### src/sv/sgab_pkg.sv
// Shared types, widths, command structures and arithmetic helpers of the
// stochastic growth integrator. Depends on nothing; every other file uses it.

package sgab_pkg;

  // Fixed number formats.
  localparam int VALUE_W    = 32;  // y, k and slopes, signed Q16.16
  localparam int FRAC_BITS  = 16;
  localparam int NOISE_W    = 16;  // noise sample, signed Q4.12
  localparam int NOISE_FRAC = NOISE_W - 4;

  // Configuration port.
  localparam int CFG_IDX_W  = 3;
  localparam int CFG_DATA_W = 32;
  localparam int STEP_W     = 31;
  localparam int SIGMA_W    = 31;
  localparam int CORR_W     = 17;
  localparam int GAIN_W     = 31;

  localparam logic [CFG_IDX_W-1:0] CFG_STEP_SIZE       = 3'd0;
  localparam logic [CFG_IDX_W-1:0] CFG_RATE_MEAN       = 3'd1;
  localparam logic [CFG_IDX_W-1:0] CFG_RATE_SIGMA      = 3'd2;
  localparam logic [CFG_IDX_W-1:0] CFG_CORRELATION     = 3'd3;
  localparam logic [CFG_IDX_W-1:0] CFG_INNOVATION_GAIN = 3'd4;
  localparam logic [CFG_IDX_W-1:0] CFG_INITIAL_VALUE   = 3'd5;
  localparam logic [CFG_IDX_W-1:0] CFG_METHOD          = 3'd6;

  localparam logic [STEP_W-1:0]  STEP_RESET  = 31'd655;
  localparam logic [SIGMA_W-1:0] SIGMA_RESET = 31'd65536;
  localparam logic [GAIN_W-1:0]  GAIN_RESET  = 31'd65536;
  localparam logic [VALUE_W-1:0] INIT_RESET  = 32'd65536;

  // Datapath widths. The averaged slope needs 35 signed bits, the weighted
  // sum and the rate terms fit in 40, and 52 covers every sum before it is
  // clipped to the value range.
  localparam int MUL_A_W = 35;
  localparam int MUL_B_W = 32;
  localparam int PROD_W  = MUL_A_W + MUL_B_W;
  localparam int ACC_W   = 40;
  localparam int WIDE_W  = 52;
  localparam int WEIGHT_W = 8;

  // Divide-by-24 unit: eight quotient bits per cycle over a biased dividend.
  localparam int DIV_RADIX = 8;
  localparam int DIV_ITERS = 6;
  localparam int DIV_W     = DIV_RADIX * DIV_ITERS;
  localparam int DIV_CNT_W = 3;
  localparam int REM_W     = 5;

  localparam logic [1:0] STEPS_MAX = 2'd3;

  typedef logic signed [VALUE_W-1:0] value_t;
  typedef logic signed [NOISE_W-1:0] noise_t;

  typedef enum logic [2:0] {
    MUL_CORR_DEV,
    MUL_SIGMA_NOISE,
    MUL_GAIN_NOISE,
    MUL_K_Y,
    MUL_TAP,
    MUL_H_AVG
  } mul_sel_e;

  typedef enum logic [2:0] {
    ACC_HOLD,
    ACC_CLEAR,
    ACC_LOAD_P16,
    ACC_ADD_P12,
    ACC_LOAD_P,
    ACC_ADD_P
  } acc_op_e;

  typedef struct packed {
    logic     in_load;       // capture the input word
    logic     init_load;     // load y from the initial value
    logic     mul_en;        // register a new product
    mul_sel_e mul_sel;
    acc_op_e  acc_op;
    logic     k_load;        // rate of this step from the accumulator
    logic     f0_load;       // slope of this step from the product
    logic     avg_load;
    logic     avg_from_div;  // averaged slope from the divider, else the slope
    logic     div_start;
    logic [1:0] tap;         // history tap of the weighted sum
    logic [1:0] steps;       // steps taken in this run
    logic     commit;        // write result word and advance the state
  } sgab_cmd_t;

  typedef struct packed {
    logic method;    // 1 selects Adams-Bashforth
    logic div_done;
  } sgab_status_t;

  localparam logic signed [WIDE_W-1:0] WIDE_VMAX =
    {{(WIDE_W-VALUE_W+1){1'b0}}, {(VALUE_W-1){1'b1}}};
  localparam logic signed [WIDE_W-1:0] WIDE_VMIN = ~WIDE_VMAX;

  function automatic value_t sat_value(logic signed [WIDE_W-1:0] x);
    value_t r;
    if (x > WIDE_VMAX) begin
      r = WIDE_VMAX[VALUE_W-1:0];
    end else if (x < WIDE_VMIN) begin
      r = WIDE_VMIN[VALUE_W-1:0];
    end else begin
      r = x[VALUE_W-1:0];
    end
    return r;
  endfunction

  function automatic logic sat_clip(logic signed [WIDE_W-1:0] x);
    return (x > WIDE_VMAX) || (x < WIDE_VMIN);
  endfunction

  // Adams-Bashforth weights over 24, newest slope first.
  function automatic logic signed [WEIGHT_W-1:0] ab_weight(logic [1:0] steps,
                                                          logic [1:0] tap);
    logic signed [WEIGHT_W-1:0] w;
    w = '0;
    case (steps)
      2'd1: begin
        case (tap)
          2'd0:    w = 8'sd36;
          2'd1:    w = -8'sd12;
          default: w = '0;
        endcase
      end
      2'd2: begin
        case (tap)
          2'd0:    w = 8'sd46;
          2'd1:    w = -8'sd32;
          2'd2:    w = 8'sd10;
          default: w = '0;
        endcase
      end
      2'd3: begin
        case (tap)
          2'd0:    w = 8'sd55;
          2'd1:    w = -8'sd59;
          2'd2:    w = 8'sd37;
          default: w = -8'sd9;
        endcase
      end
      default: w = '0;
    endcase
    return w;
  endfunction

endpackage

### src/sv/sgab_stream_if.sv
// Valid/ready stream interfaces for the input and result words of the
// integrator. Depends on sgab_pkg for the field widths.

interface sgab_in_if;
  logic                                valid;
  logic                                ready;
  logic signed [sgab_pkg::NOISE_W-1:0] noise_sample;
  logic                                start_run;

  modport source (output valid, output noise_sample, output start_run, input ready);
  modport sink   (input valid, input noise_sample, input start_run, output ready);
endinterface

interface sgab_out_if;
  logic                                valid;
  logic                                ready;
  logic signed [sgab_pkg::VALUE_W-1:0] next_value;
  logic signed [sgab_pkg::VALUE_W-1:0] rate_value;
  logic                                saturated;

  modport source (output valid, output next_value, output rate_value, output saturated,
                  input ready);
  modport sink   (input valid, input next_value, input rate_value, input saturated,
                  output ready);
endinterface

### src/sv/sgab_div24.sv
// Iterative floor division of the weighted slope sum by 24, eight quotient
// bits per cycle. Depends on sgab_pkg.

module sgab_div24 (
  input  logic                                 clk_i,
  input  logic                                 rst_ni,
  input  logic                                 start_i,
  input  logic signed [sgab_pkg::ACC_W-1:0]    dividend_i,
  output logic                                 done_o,
  output logic signed [sgab_pkg::MUL_A_W-1:0]  quotient_o
);
  import sgab_pkg::*;

  // A bias of 24 * 2^(ACC_W-1) makes the dividend positive, so a plain
  // restoring division gives the floor; the bias comes off the quotient.
  localparam logic [DIV_W-1:0] DIV_BIAS   = DIV_W'(3) << (ACC_W + 2);
  localparam logic [DIV_W-1:0] QUOT_BIAS  = DIV_W'(1) << (ACC_W - 1);
  localparam logic [REM_W:0]   DIVISOR    = 6'd24;
  localparam logic [DIV_CNT_W-1:0] LAST_ITER = DIV_CNT_W'(DIV_ITERS - 1);

  logic [DIV_W-1:0]     dvd_q, dvd_d;
  logic [REM_W-1:0]     rem_q, rem_d;
  logic [DIV_CNT_W-1:0] cnt_q, cnt_d;
  logic                 busy_q, busy_d;
  logic                 done_q, done_d;
  logic [DIV_W-1:0]     step_dvd;
  logic [REM_W-1:0]     step_rem;
  logic [DIV_W-1:0]     quot_full;

  always_comb begin
    logic [REM_W:0]   r;
    logic [DIV_W-1:0] d;
    r = {1'b0, rem_q};
    d = dvd_q;
    for (int i = 0; i < DIV_RADIX; i++) begin
      r = {r[REM_W-1:0], d[DIV_W-1]};
      d = {d[DIV_W-2:0], 1'b0};
      if (r >= DIVISOR) begin
        r    = r - DIVISOR;
        d[0] = 1'b1;
      end
    end
    step_dvd = d;
    step_rem = r[REM_W-1:0];
  end

  always_comb begin
    dvd_d  = dvd_q;
    rem_d  = rem_q;
    cnt_d  = cnt_q;
    busy_d = busy_q;
    done_d = 1'b0;
    if (start_i) begin
      dvd_d  = {{(DIV_W-ACC_W){dividend_i[ACC_W-1]}}, dividend_i} + DIV_BIAS;
      rem_d  = '0;
      cnt_d  = '0;
      busy_d = 1'b1;
    end else if (busy_q) begin
      dvd_d = step_dvd;
      rem_d = step_rem;
      cnt_d = cnt_q + 1'b1;
      if (cnt_q == LAST_ITER) begin
        busy_d = 1'b0;
        done_d = 1'b1;
      end
    end
  end

  always_ff @(posedge clk_i or negedge rst_ni) begin
    if (!rst_ni) begin
      cnt_q  <= '0;
      busy_q <= 1'b0;
      done_q <= 1'b0;
    end else begin
      cnt_q  <= cnt_d;
      busy_q <= busy_d;
      done_q <= done_d;
    end
  end

  always_ff @(posedge clk_i) begin
    dvd_q <= dvd_d;
    rem_q <= rem_d;
  end

  assign quot_full  = dvd_q - QUOT_BIAS;
  assign quotient_o = quot_full[MUL_A_W-1:0];
  assign done_o     = done_q;

endmodule

### src/sv/sgab_datapath.sv
// Datapath of the integrator: configuration registers, the shared
// multiplier, accumulator, solution state and result register.
// Depends on sgab_pkg and sgab_div24.

module sgab_datapath (
  input  logic                                 clk_i,
  input  logic                                 rst_ni,
  input  logic                                 cfg_we_i,
  input  logic [sgab_pkg::CFG_IDX_W-1:0]       cfg_index_i,
  input  logic [sgab_pkg::CFG_DATA_W-1:0]      cfg_data_i,
  input  sgab_pkg::noise_t                     noise_sample_i,
  input  sgab_pkg::sgab_cmd_t                  cmd_i,
  output sgab_pkg::sgab_status_t               status_o,
  output sgab_pkg::value_t                     next_value_o,
  output sgab_pkg::value_t                     rate_value_o,
  output logic                                 saturated_o
);
  import sgab_pkg::*;

  // Configuration registers.
  logic [STEP_W-1:0]  h_q;
  value_t             mean_q;
  logic [SIGMA_W-1:0] sigma_q;
  logic [CORR_W-1:0]  corr_q;
  logic [GAIN_W-1:0]  gain_q;
  value_t             init_q;
  logic               method_q;

  // Run state.
  value_t k_q, k_d;
  value_t y_q;
  value_t hist_q [3];

  // Working registers.
  noise_t                    noise_q;
  logic signed [PROD_W-1:0]  p_q;
  logic signed [ACC_W-1:0]   acc_q, acc_d;
  value_t                    f0_q;
  logic signed [MUL_A_W-1:0] avg_q;
  value_t                    out_next_q, out_rate_q;
  logic                      out_sat_q;

  logic signed [VALUE_W:0]   dev;
  logic signed [MUL_A_W-1:0] mul_a;
  logic signed [MUL_B_W-1:0] mul_b;
  logic signed [PROD_W-1:0]  prod;
  logic signed [PROD_W-1:0]  p_s16, p_s12;
  logic signed [WIDE_W-1:0]  k_wide, f0_wide, next_wide;
  value_t                    tap_val;
  logic signed [WEIGHT_W-1:0] weight;
  logic                      div_done;
  logic signed [MUL_A_W-1:0] div_quot;

  always_ff @(posedge clk_i or negedge rst_ni) begin
    if (!rst_ni) begin
      h_q      <= STEP_RESET;
      mean_q   <= '0;
      sigma_q  <= SIGMA_RESET;
      corr_q   <= '0;
      gain_q   <= GAIN_RESET;
      init_q   <= INIT_RESET;
      method_q <= 1'b0;
    end else if (cfg_we_i) begin
      unique case (cfg_index_i)
        CFG_STEP_SIZE:       h_q      <= cfg_data_i[STEP_W-1:0];
        CFG_RATE_MEAN:       mean_q   <= cfg_data_i[VALUE_W-1:0];
        CFG_RATE_SIGMA:      sigma_q  <= cfg_data_i[SIGMA_W-1:0];
        CFG_CORRELATION:     corr_q   <= cfg_data_i[CORR_W-1:0];
        CFG_INNOVATION_GAIN: gain_q   <= cfg_data_i[GAIN_W-1:0];
        CFG_INITIAL_VALUE:   init_q   <= cfg_data_i[VALUE_W-1:0];
        CFG_METHOD:          method_q <= cfg_data_i[0];
        default: ;
      endcase
    end
  end

  // Deviation of the previous rate from the mean; k_q still holds the
  // previous rate until this step's rate is loaded.
  assign dev = {k_q[VALUE_W-1], k_q} - {mean_q[VALUE_W-1], mean_q};

  assign weight = ab_weight(cmd_i.steps, cmd_i.tap);

  always_comb begin
    unique case (cmd_i.tap)
      2'd0: tap_val = f0_q;
      2'd1: tap_val = hist_q[0];
      2'd2: tap_val = hist_q[1];
      2'd3: tap_val = hist_q[2];
    endcase
  end

  always_comb begin
    mul_a = '0;
    mul_b = '0;
    unique case (cmd_i.mul_sel)
      MUL_CORR_DEV: begin
        mul_a = {{(MUL_A_W-VALUE_W-1){dev[VALUE_W]}}, dev};
        mul_b = {{(MUL_B_W-CORR_W){1'b0}}, corr_q};
      end
      MUL_SIGMA_NOISE: begin
        mul_a = {{(MUL_A_W-NOISE_W){noise_q[NOISE_W-1]}}, noise_q};
        mul_b = {{(MUL_B_W-SIGMA_W){1'b0}}, sigma_q};
      end
      MUL_GAIN_NOISE: begin
        mul_a = {{(MUL_A_W-NOISE_W){noise_q[NOISE_W-1]}}, noise_q};
        mul_b = {{(MUL_B_W-GAIN_W){1'b0}}, gain_q};
      end
      MUL_K_Y: begin
        mul_a = {{(MUL_A_W-VALUE_W){y_q[VALUE_W-1]}}, y_q};
        mul_b = k_q;
      end
      MUL_TAP: begin
        mul_a = {{(MUL_A_W-VALUE_W){tap_val[VALUE_W-1]}}, tap_val};
        mul_b = {{(MUL_B_W-WEIGHT_W){weight[WEIGHT_W-1]}}, weight};
      end
      MUL_H_AVG: begin
        mul_a = avg_q;
        mul_b = {{(MUL_B_W-STEP_W){1'b0}}, h_q};
      end
      default: begin
        mul_a = '0;
        mul_b = '0;
      end
    endcase
  end

  assign prod  = mul_a * mul_b;
  assign p_s16 = p_q >>> FRAC_BITS;
  assign p_s12 = p_q >>> NOISE_FRAC;

  always_comb begin
    acc_d = acc_q;
    unique case (cmd_i.acc_op)
      ACC_HOLD:     acc_d = acc_q;
      ACC_CLEAR:    acc_d = '0;
      ACC_LOAD_P16: acc_d = p_s16[ACC_W-1:0];
      ACC_ADD_P12:  acc_d = acc_q + p_s12[ACC_W-1:0];
      ACC_LOAD_P:   acc_d = p_q[ACC_W-1:0];
      ACC_ADD_P:    acc_d = acc_q + p_q[ACC_W-1:0];
      default:      acc_d = acc_q;
    endcase
  end

  assign k_wide = {{(WIDE_W-ACC_W){acc_q[ACC_W-1]}}, acc_q}
                + {{(WIDE_W-VALUE_W){mean_q[VALUE_W-1]}}, mean_q};
  assign k_d    = sat_value(k_wide);

  assign f0_wide   = p_s16[WIDE_W-1:0];
  assign next_wide = {{(WIDE_W-VALUE_W){y_q[VALUE_W-1]}}, y_q} + p_s16[WIDE_W-1:0];

  sgab_div24 u_div24 (
    .clk_i      (clk_i),
    .rst_ni     (rst_ni),
    .start_i    (cmd_i.div_start),
    .dividend_i (acc_q),
    .done_o     (div_done),
    .quotient_o (div_quot)
  );

  always_ff @(posedge clk_i or negedge rst_ni) begin
    if (!rst_ni) begin
      k_q       <= '0;
      y_q       <= '0;
      hist_q[0] <= '0;
      hist_q[1] <= '0;
      hist_q[2] <= '0;
    end else begin
      if (cmd_i.k_load) begin
        k_q <= k_d;
      end
      if (cmd_i.init_load) begin
        y_q <= init_q;
      end else if (cmd_i.commit) begin
        y_q <= sat_value(next_wide);
      end
      if (cmd_i.commit) begin
        hist_q[2] <= hist_q[1];
        hist_q[1] <= hist_q[0];
        hist_q[0] <= f0_q;
      end
    end
  end

  always_ff @(posedge clk_i) begin
    if (cmd_i.in_load) begin
      noise_q <= noise_sample_i;
    end
    if (cmd_i.mul_en) begin
      p_q <= prod;
    end
    acc_q <= acc_d;
    if (cmd_i.f0_load) begin
      f0_q <= sat_value(f0_wide);
    end
    if (cmd_i.avg_load) begin
      avg_q <= cmd_i.avg_from_div ? div_quot
                                  : {{(MUL_A_W-VALUE_W){f0_q[VALUE_W-1]}}, f0_q};
    end
    if (cmd_i.commit) begin
      out_next_q <= sat_value(next_wide);
      out_rate_q <= k_q;
      out_sat_q  <= sat_clip(next_wide);
    end
  end

  assign status_o.method   = method_q;
  assign status_o.div_done = div_done;

  assign next_value_o = out_next_q;
  assign rate_value_o = out_rate_q;
  assign saturated_o  = out_sat_q;

endmodule

### src/sv/sgab_ctrl.sv
// Sequencer of the integrator: walks one word through rate, slope,
// weighted history and division (Adams-Bashforth steps with history only) and
// increment, and owns the handshakes. Depends on sgab_pkg.

module sgab_ctrl (
  input  logic                   clk_i,
  input  logic                   rst_ni,
  input  logic                   in_valid_i,
  input  logic                   in_start_i,
  output logic                   in_ready_o,
  output logic                   out_valid_o,
  input  logic                   out_ready_i,
  input  sgab_pkg::sgab_status_t status_i,
  output sgab_pkg::sgab_cmd_t    cmd_o
);
  import sgab_pkg::*;

  typedef enum logic [13:0] {
    S_IDLE       = 14'b00000000000001,
    S_RATE_DEV   = 14'b00000000000010,
    S_RATE_NOISE = 14'b00000000000100,
    S_RATE_SUM   = 14'b00000000001000,
    S_RATE_K     = 14'b00000000010000,
    S_SLOPE_MUL  = 14'b00000000100000,
    S_SLOPE_SAT  = 14'b00000001000000,
    S_EULER_AVG  = 14'b00000010000000,
    S_TAP        = 14'b00000100000000,
    S_TAP_END    = 14'b00001000000000,
    S_DIV_START  = 14'b00010000000000,
    S_DIV        = 14'b00100000000000,
    S_INC_MUL    = 14'b01000000000000,
    S_FINISH     = 14'b10000000000000
  } state_e;

  state_e     state_q, state_d;
  logic       start_q, start_d;
  logic [1:0] steps_q, steps_d;
  logic [1:0] tap_q, tap_d;
  logic       out_valid_q, out_valid_d;
  logic       in_acc;

  assign in_ready_o = (state_q == S_IDLE);
  assign in_acc     = in_valid_i && in_ready_o;

  always_comb begin
    state_d     = state_q;
    start_d     = start_q;
    steps_d     = steps_q;
    tap_d       = tap_q;
    out_valid_d = out_valid_q && !out_ready_i;

    cmd_o              = '0;
    cmd_o.mul_sel      = MUL_CORR_DEV;
    cmd_o.acc_op       = ACC_HOLD;
    cmd_o.tap          = tap_q;
    cmd_o.steps        = steps_q;

    unique case (state_q)
      S_IDLE: begin
        if (in_acc) begin
          cmd_o.in_load   = 1'b1;
          cmd_o.init_load = in_start_i;
          start_d         = in_start_i;
          if (in_start_i) begin
            steps_d = '0;
            state_d = S_RATE_NOISE;
          end else begin
            state_d = S_RATE_DEV;
          end
        end
      end
      S_RATE_DEV: begin
        cmd_o.mul_en  = 1'b1;
        cmd_o.mul_sel = MUL_CORR_DEV;
        state_d       = S_RATE_NOISE;
      end
      S_RATE_NOISE: begin
        cmd_o.mul_en  = 1'b1;
        cmd_o.mul_sel = start_q ? MUL_SIGMA_NOISE : MUL_GAIN_NOISE;
        cmd_o.acc_op  = start_q ? ACC_CLEAR : ACC_LOAD_P16;
        state_d       = S_RATE_SUM;
      end
      S_RATE_SUM: begin
        cmd_o.acc_op = ACC_ADD_P12;
        state_d      = S_RATE_K;
      end
      S_RATE_K: begin
        cmd_o.k_load = 1'b1;
        state_d      = S_SLOPE_MUL;
      end
      S_SLOPE_MUL: begin
        cmd_o.mul_en  = 1'b1;
        cmd_o.mul_sel = MUL_K_Y;
        state_d       = S_SLOPE_SAT;
      end
      S_SLOPE_SAT: begin
        cmd_o.f0_load = 1'b1;
        if (!status_i.method || steps_q == 2'd0) begin
          state_d = S_EULER_AVG;
        end else begin
          tap_d   = '0;
          state_d = S_TAP;
        end
      end
      // The Euler path takes the averaged slope straight from the slope
      // register, in the cycle after that register is loaded.
      S_EULER_AVG: begin
        cmd_o.avg_load = 1'b1;
        state_d        = S_INC_MUL;
      end
      S_TAP: begin
        cmd_o.mul_en  = 1'b1;
        cmd_o.mul_sel = MUL_TAP;
        priority if (tap_q == 2'd0) begin
          cmd_o.acc_op = ACC_HOLD;
        end else if (tap_q == 2'd1) begin
          cmd_o.acc_op = ACC_LOAD_P;
        end else begin
          cmd_o.acc_op = ACC_ADD_P;
        end
        if (tap_q == steps_q) begin
          state_d = S_TAP_END;
        end else begin
          tap_d = tap_q + 1'b1;
        end
      end
      S_TAP_END: begin
        cmd_o.acc_op = ACC_ADD_P;
        state_d      = S_DIV_START;
      end
      S_DIV_START: begin
        cmd_o.div_start = 1'b1;
        state_d         = S_DIV;
      end
      S_DIV: begin
        if (status_i.div_done) begin
          cmd_o.avg_load     = 1'b1;
          cmd_o.avg_from_div = 1'b1;
          state_d            = S_INC_MUL;
        end
      end
      S_INC_MUL: begin
        cmd_o.mul_en  = 1'b1;
        cmd_o.mul_sel = MUL_H_AVG;
        state_d       = S_FINISH;
      end
      S_FINISH: begin
        if (!out_valid_q || out_ready_i) begin
          cmd_o.commit = 1'b1;
          out_valid_d  = 1'b1;
          steps_d      = (steps_q == STEPS_MAX) ? STEPS_MAX : steps_q + 1'b1;
          state_d      = S_IDLE;
        end
      end
      default: begin
        state_d = S_IDLE;
      end
    endcase
  end

  always_ff @(posedge clk_i or negedge rst_ni) begin
    if (!rst_ni) begin
      state_q     <= S_IDLE;
      start_q     <= 1'b0;
      steps_q     <= '0;
      tap_q       <= '0;
      out_valid_q <= 1'b0;
    end else begin
      state_q     <= state_d;
      start_q     <= start_d;
      steps_q     <= steps_d;
      tap_q       <= tap_d;
      out_valid_q <= out_valid_d;
    end
  end

  assign out_valid_o = out_valid_q;

endmodule

### src/sv/stochastic_growth_ab4_integrator.sv
// Top level of the stochastic growth integrator: ties the sequencer and the
// datapath to the two word streams and the configuration port.
// Depends on sgab_pkg, sgab_stream_if, sgab_ctrl and sgab_datapath.
//
//   Channel  | Direction | Contents                                  | Handshake
//   ---------+-----------+-------------------------------------------+-------------
//   in_if    | sink      | noise_sample (Q4.12), start_run           | valid/ready
//   out_if   | source    | next_value, rate_value (Q16.16), saturated| valid/ready
//   cfg      | sink      | cfg_we_i, cfg_index_i, cfg_data_i         | write enable
//
// One word is in work at a time. An Euler step (and the first step of a run)
// goes through rate, slope and increment, and a word that starts a run skips
// the deviation product; an Adams-Bashforth step with n steps of history,
// n from 1 to 3, adds a product for each weighted slope and the division.
// The single shared 35 x 32 multiplier carries every product of the step in
// turn, and the divide-by-24 unit retires eight quotient bits per cycle.
// Reset clears the run state: previous rate, y, slope history and step count.
// A finished word waits in the output register; the next word is accepted
// meanwhile and stalls in its last cycle until the register is free.

module stochastic_growth_ab4_integrator (
  input  logic                            clk_i,
  input  logic                            rst_ni,
  input  logic                            cfg_we_i,
  input  logic [sgab_pkg::CFG_IDX_W-1:0]  cfg_index_i,
  input  logic [sgab_pkg::CFG_DATA_W-1:0] cfg_data_i,
  sgab_in_if.sink                         in_if,
  sgab_out_if.source                      out_if
);
  import sgab_pkg::*;

  sgab_cmd_t    cmd;
  sgab_status_t status;
  value_t       next_value;
  value_t       rate_value;
  logic         saturated;
  logic         in_ready;
  logic         out_valid;

  // The sequencer steps each word through rate, slope, optional weighted
  // history with division, increment, and the result write.
  sgab_ctrl u_ctrl (
    .clk_i       (clk_i),
    .rst_ni      (rst_ni),
    .in_valid_i  (in_if.valid),
    .in_start_i  (in_if.start_run),
    .in_ready_o  (in_ready),
    .out_valid_o (out_valid),
    .out_ready_i (out_if.ready),
    .status_i    (status),
    .cmd_o       (cmd)
  );

  // The datapath holds the configuration, the run state and the result
  // register, and does all arithmetic under the sequencer's commands.
  sgab_datapath u_datapath (
    .clk_i          (clk_i),
    .rst_ni         (rst_ni),
    .cfg_we_i       (cfg_we_i),
    .cfg_index_i    (cfg_index_i),
    .cfg_data_i     (cfg_data_i),
    .noise_sample_i (in_if.noise_sample),
    .cmd_i          (cmd),
    .status_o       (status),
    .next_value_o   (next_value),
    .rate_value_o   (rate_value),
    .saturated_o    (saturated)
  );

  assign in_if.ready       = in_ready;
  assign out_if.valid      = out_valid;
  assign out_if.next_value = next_value;
  assign out_if.rate_value = rate_value;
  assign out_if.saturated  = saturated;

endmodule

### src/flat_wrapper.sv
// flat-port wrapper written by rule: the top's interface ports become plain ports
module stochastic_growth_ab4_integrator_flat import sgab_pkg::*;
  (clk_i, rst_ni, cfg_we_i, cfg_index_i, cfg_data_i, in_if_valid, in_if_noise_sample, in_if_start_run, in_if_ready, out_if_valid, out_if_next_value, out_if_rate_value, out_if_saturated, out_if_ready);
  sgab_in_if in_if_i ();
  sgab_out_if out_if_i ();
  input  logic clk_i;
  input  logic rst_ni;
  input  logic cfg_we_i;
  input  logic [sgab_pkg::CFG_IDX_W-1:0] cfg_index_i;
  input  logic [sgab_pkg::CFG_DATA_W-1:0] cfg_data_i;
  input wire logic [$bits(in_if_i.valid)-1:0] in_if_valid;
  input wire logic [$bits(in_if_i.noise_sample)-1:0] in_if_noise_sample;
  input wire logic [$bits(in_if_i.start_run)-1:0] in_if_start_run;
  output wire logic [$bits(in_if_i.ready)-1:0] in_if_ready;
  output wire logic [$bits(out_if_i.valid)-1:0] out_if_valid;
  output wire logic [$bits(out_if_i.next_value)-1:0] out_if_next_value;
  output wire logic [$bits(out_if_i.rate_value)-1:0] out_if_rate_value;
  output wire logic [$bits(out_if_i.saturated)-1:0] out_if_saturated;
  input wire logic [$bits(out_if_i.ready)-1:0] out_if_ready;
  assign in_if_i.valid = in_if_valid;
  assign in_if_i.noise_sample = in_if_noise_sample;
  assign in_if_i.start_run = in_if_start_run;
  assign in_if_ready = in_if_i.ready;
  assign out_if_valid = out_if_i.valid;
  assign out_if_next_value = out_if_i.next_value;
  assign out_if_rate_value = out_if_i.rate_value;
  assign out_if_saturated = out_if_i.saturated;
  assign out_if_i.ready = out_if_ready;
  stochastic_growth_ab4_integrator u_core (.clk_i(clk_i), .rst_ni(rst_ni), .cfg_we_i(cfg_we_i), .cfg_index_i(cfg_index_i), .cfg_data_i(cfg_data_i), .in_if(in_if_i), .out_if(out_if_i));
endmodule
### config.mk
export PLATFORM = sky130hd
export DESIGN_NAME = stochastic_growth_ab4_integrator_flat
export DESIGN_NICKNAME = d
export VERILOG_FILES = /design/src/sv/sgab_pkg.sv /design/src/sv/sgab_stream_if.sv /design/src/sv/sgab_div24.sv /design/src/sv/sgab_datapath.sv /design/src/sv/sgab_ctrl.sv /design/src/sv/stochastic_growth_ab4_integrator.sv /design/src/flat_wrapper.sv
export SDC_FILE = /design/constraint.sdc
export NUM_CORES = 2
export LEC_CHECK = 0
export BUFFER_PORTS_ARGS = -buffer_cell sky130_fd_sc_hd__clkbuf_2
export CAP_MARGIN = 20
export CORE_MARGIN = 4
export CORE_UTILIZATION = 50
export DETAILED_ROUTE_END_ITERATION = 6
export GPL_TIMING_DRIVEN = 0
export PLACE_DENSITY = 0.66
export SLEW_MARGIN = 20
export SYNTH_ARGS = -nofsm -noshare
export SYNTH_HDL_FRONTEND = slang
export SYNTH_SLANG_ARGS = --single-unit
### constraint.sdc
create_clock -name clk_i -period 26.1 [get_ports clk_i]
set_input_delay 1.305 -clock clk_i [delete_from_list [all_inputs] [get_ports clk_i]]
set_output_delay 1.305 -clock clk_i [all_outputs]
set_load 0.02 [all_outputs]
==> impl_metrics.csv <==
group,metric,value,unit
die,die-height,399.8,um
sta,fmax,0.06740,GHz
cells_and_area,area_delta_synth_final,8.918,%
worst_setup_path,cp.required,26.48,ns
die,io_pins,124,
global_routing,antenna_found_initial,33,
cells_and_area,nNetsFinal,10020,
min_path,worst_hold_path_type,"reg -> reg",
clocking,clk_pin_slew,0.06,ns
global_routing,grt_pass1_vias,65010,
logic_synthesis,ys_types,102,
global_routing,grt_max_degree,86,
worst_setup_path,worstReg2RegStart,"u_core.u_ctrl.state_q[10]$_DFFE_PN0P_",
detailed_routing,drt_pass1_iterations,7,
sta,rsz0062_at_grt,"false",
logic_synthesis,yosys_warnings,0,
worst_setup_path,worst_path_max_delay_cell,"clkbuf_1",
run,drv_cap,0,
clocking,h-tree-depth,3,
die,core,152300,sq um
logic_synthesis,synthCells,8174,
clocking,clockBufferDepth,3,
sta,layout_min_cycle_time,14.84,ns
clocking,cts_tree,"yes",
sta,timing.final.crit_share,0.5685,
logic_synthesis,async_flop_share,0.5389,
clocking,clock_latency,0.69,ns
clocking,clock_sinks,668,
status,status,"finished with violations",
worst_setup_path,cp_slowest_stage_delay,0.92,ns
detailed_routing,vias_per_cell,6.270,
logic_synthesis,synth_edf_count,303,
sta,hold_viol_final,0,
clocking,root_buffer,"clkbuf_16",
logic_synthesis,synth_area,76760,sq um
logic_synthesis,ys_seq_area_frac,0.2374,
detailed_routing,ant_nets,0,
min_path,min_from,"u_core.u_datapath.hist_q[5]$_DFFE_PN0P_",
global_routing,gr-total-overflow,0,
logic_synthesis,synth.net_count,9770,
cells_and_area,drive_above_1_share,0.07954,
die,fp.dieW,399.8,um
logic_synthesis,ys.flop_type,"dfrtp_1",
die,die_area,159900,sq um
clocking,cts_buffers,74,
status,violations,"DRC",
sta,fin_skew,0.06147,ns
worst_setup_path,crit_path_end_kind,"flip-flop",
detailed_routing,routedWlPerCell,30.94,um
worst_setup_path,setup.worst_path.start,"u_core.u_ctrl.state_q[10]$_DFFE_PN0P_",
die,initial_core_util,0.5041,
sta,worstMarginPinSlew,1.301,ns
detailed_routing,drtIter0Drc,9473,
sta,report.final.slew_viol_count,0,
detailed_routing,num_vias,66040,
global_routing,grt_pass1_wl,465200,um
worst_setup_path,crit_top_cell,"fa_1",
logic_synthesis,syn_avg_cell_area,9.391,sq um
place,gp_congestion,1.075,
global_routing,grt.total_usage,0.4104,
sta,max_slew_margin,0.1326,
worst_setup_path,arrival,15.21,ns
sta,finalSetupViolCount,0,
worst_setup_path,worst_setup_path_start_kind,"flip-flop",
die,rows,143,
place,dp_hpwl,266600,um
detailed_routing,routed_wl,325800,um
clocking,cts_hold_buf,0,
sta,fin_tns_setup,0,ns
clocking,cts-resized-gates,0,
cells_and_area,fillers,13960,
worst_setup_path,crit_type,"reg -> reg",
place,io_buffers,121,
detailed_routing,drc_errors,12,
clocking,post-cts-setup-buffers,0,
worst_setup_path,crit_fanout,10,
logic_synthesis,ys_seq_elements,668,
[metrics by stage]
| stage | hold WS, ns | std cells | area, sq um | setup slack, ns | utilization |
|---|---|---|---|---|---|
| final | 0.4709 | 10530 | 83610 | 11.26 | 0.5491 |
| after global routing | 0.4875 | 10520 | 83570 | 11.42 | 0.5488 |
| after CTS | 0.4764 | 10520 | 83530 | 12.01 | 0.5486 |
| after detailed placement | 0.4609 | 10380 | 81090 | 12.13 | 0.5326 |
| after global placement | 0.4514 | 10330 | 79910 | 10.29 | 0.5248 |
| after floorplan | 0.4383 | 8174 | 76760 | 15.96 | - |
[registers in the layout (all words and copies together) (netlist names), 35 cells and up]
name / cells
u_core.u_datapath.acc_q: 40
u_core.u_datapath.p_q: 67
u_core.u_datapath.hist_q: 96
u_core.u_datapath.u_div24.dvd_q: 48
u_core.u_datapath.avg_q: 35
[path summary, 6_finish.rpt]
path | to | slack, ns | cells after the start
max reg2reg | u_core.u_datapath.p_q[43]$_DFFE_PN_ | 11.26 | 37
min in group asynchronous | u_core.u_datapath.hist_q[41]$_DFFE_PN0P_ | 0.55 | 1
max | u_core.u_datapath.p_q[43]$_DFFE_PN_ | 11.26 | 37
min | u_core.u_datapath.hist_q[5]$_DFFE_PN0P_ | 0.47 | 2
min reg2reg | u_core.u_datapath.hist_q[5]$_DFFE_PN0P_ | 0.47 | 2
max in group asynchronous | u_core.u_datapath.h_q[24]$_DFFE_PN0P_ | 23.82 | 4
[cells by family (layout without fill, tap and decap cells)]
logic type,count (synthesis),after routing,synth area share
AND/OR/NAND/NOR,2485,2485,0.1380
buffers and inverters,1653,1965,0.08232
adder cells (fa/ha/maj),1539,1539,0.3659
AO/OA/AOI/OAI,1382,1382,0.1184
flip-flops,668,668,0.2374
multiplexers,234,234,0.03368
XOR/XNOR,213,213,0.02430
other,0,17,0
[layout by cell type, fill, tap and decap left out, types with 51 or more instances in the layout]
cell type | synthesis | layout
nand2_1 | 1335 | 1335
inv_1 | 1221 | 1221
fa_1 | 1176 | 1175
nor2_1 | 636 | 635
ha_1 | 363 | 363
a21oi_1 | 371 | 353
clkbuf_1 | 352 | 352
dfrtp_1 | 350 | 349
o21ai_0 | 337 | 335
edfxtp_1 | 303 | 303
mux2_2 | 191 | 191
clkbuf_2 | 1 | 138
a21o_1 | 137 | 137
xnor2_1 | 134 | 134
and2_1 | 88 | 88
xor2_1 | 79 | 79
clkbuf_16 | 0 | 76
a22oi_1 | 73 | 73
nand3_1 | 68 | 67
buf_2 | 51 | 54
o21a_1 | 54 | 54
nor2b_1 | 52 | 51
[cells in the mapped netlist (all sizes together), types with 35 or more instances]
library cell,count,area [sq um]
buf,76,397.9
nand4,49,306.5
a22oi,73,548.0
a221o,35,350.3
edfxtp,303,9099
o21ai,348,1745
clkbuf,353,1326
fa,1176,23540
a222oi,40,400.4
nor3,50,255.3
o21bai,35,262.8
xor2,79,691.9
inv,1222,4587
mux2i,43,434.2
and3,38,242.7
xnor2,134,1174
nand2b,51,319.1
o21a,54,405.4
nand3,68,340.3
mux2,191,2151
a21o,137,1028
nand2,1336,5017
nor2b,52,325.3
a21oi,375,1892
a211oi,38,290.3
dfrtp,350,8758
nor2,636,2387
ha,363,4542
and2,88,550.5
[metal layers]
layer | part of all wire | track usage
met4 | 0.080 | 0.2517
met3 | 0.14 | 0.1284
met2 | 0.41 | 0.5768
met5 | 0.00026 | 0
met1 | 0.37 | 0.5538
[final cells by class]
cell class              instances  area, sq um  area share
multi-input cells            5853        52630      0.6295
clock inverters                38        406.6    0.004864
flip-flops and latches        668        18220      0.2179
well taps                    2030         2540     0.03038
diodes                         17        42.54   0.0005088
plain buffers                 429         1748     0.02091
inverters                    1224         4594     0.05495
clock buffers                  98         2034     0.02433
repair buffers                176         1390     0.01663
[worst max-delay path: cells and delay by family (launching register included)]
family	cells	cell delay [ns]
flops	1	0.35
compound gates	13	4.91
fa+ha+maj	9	4.49
buf+inv	9	3.00
xor+xnor	1	0.16
simple gates	5	1.60
Power is not shown: default switching activity piles up to over one toggle a cycle in this logic, so the estimate is an artifact.
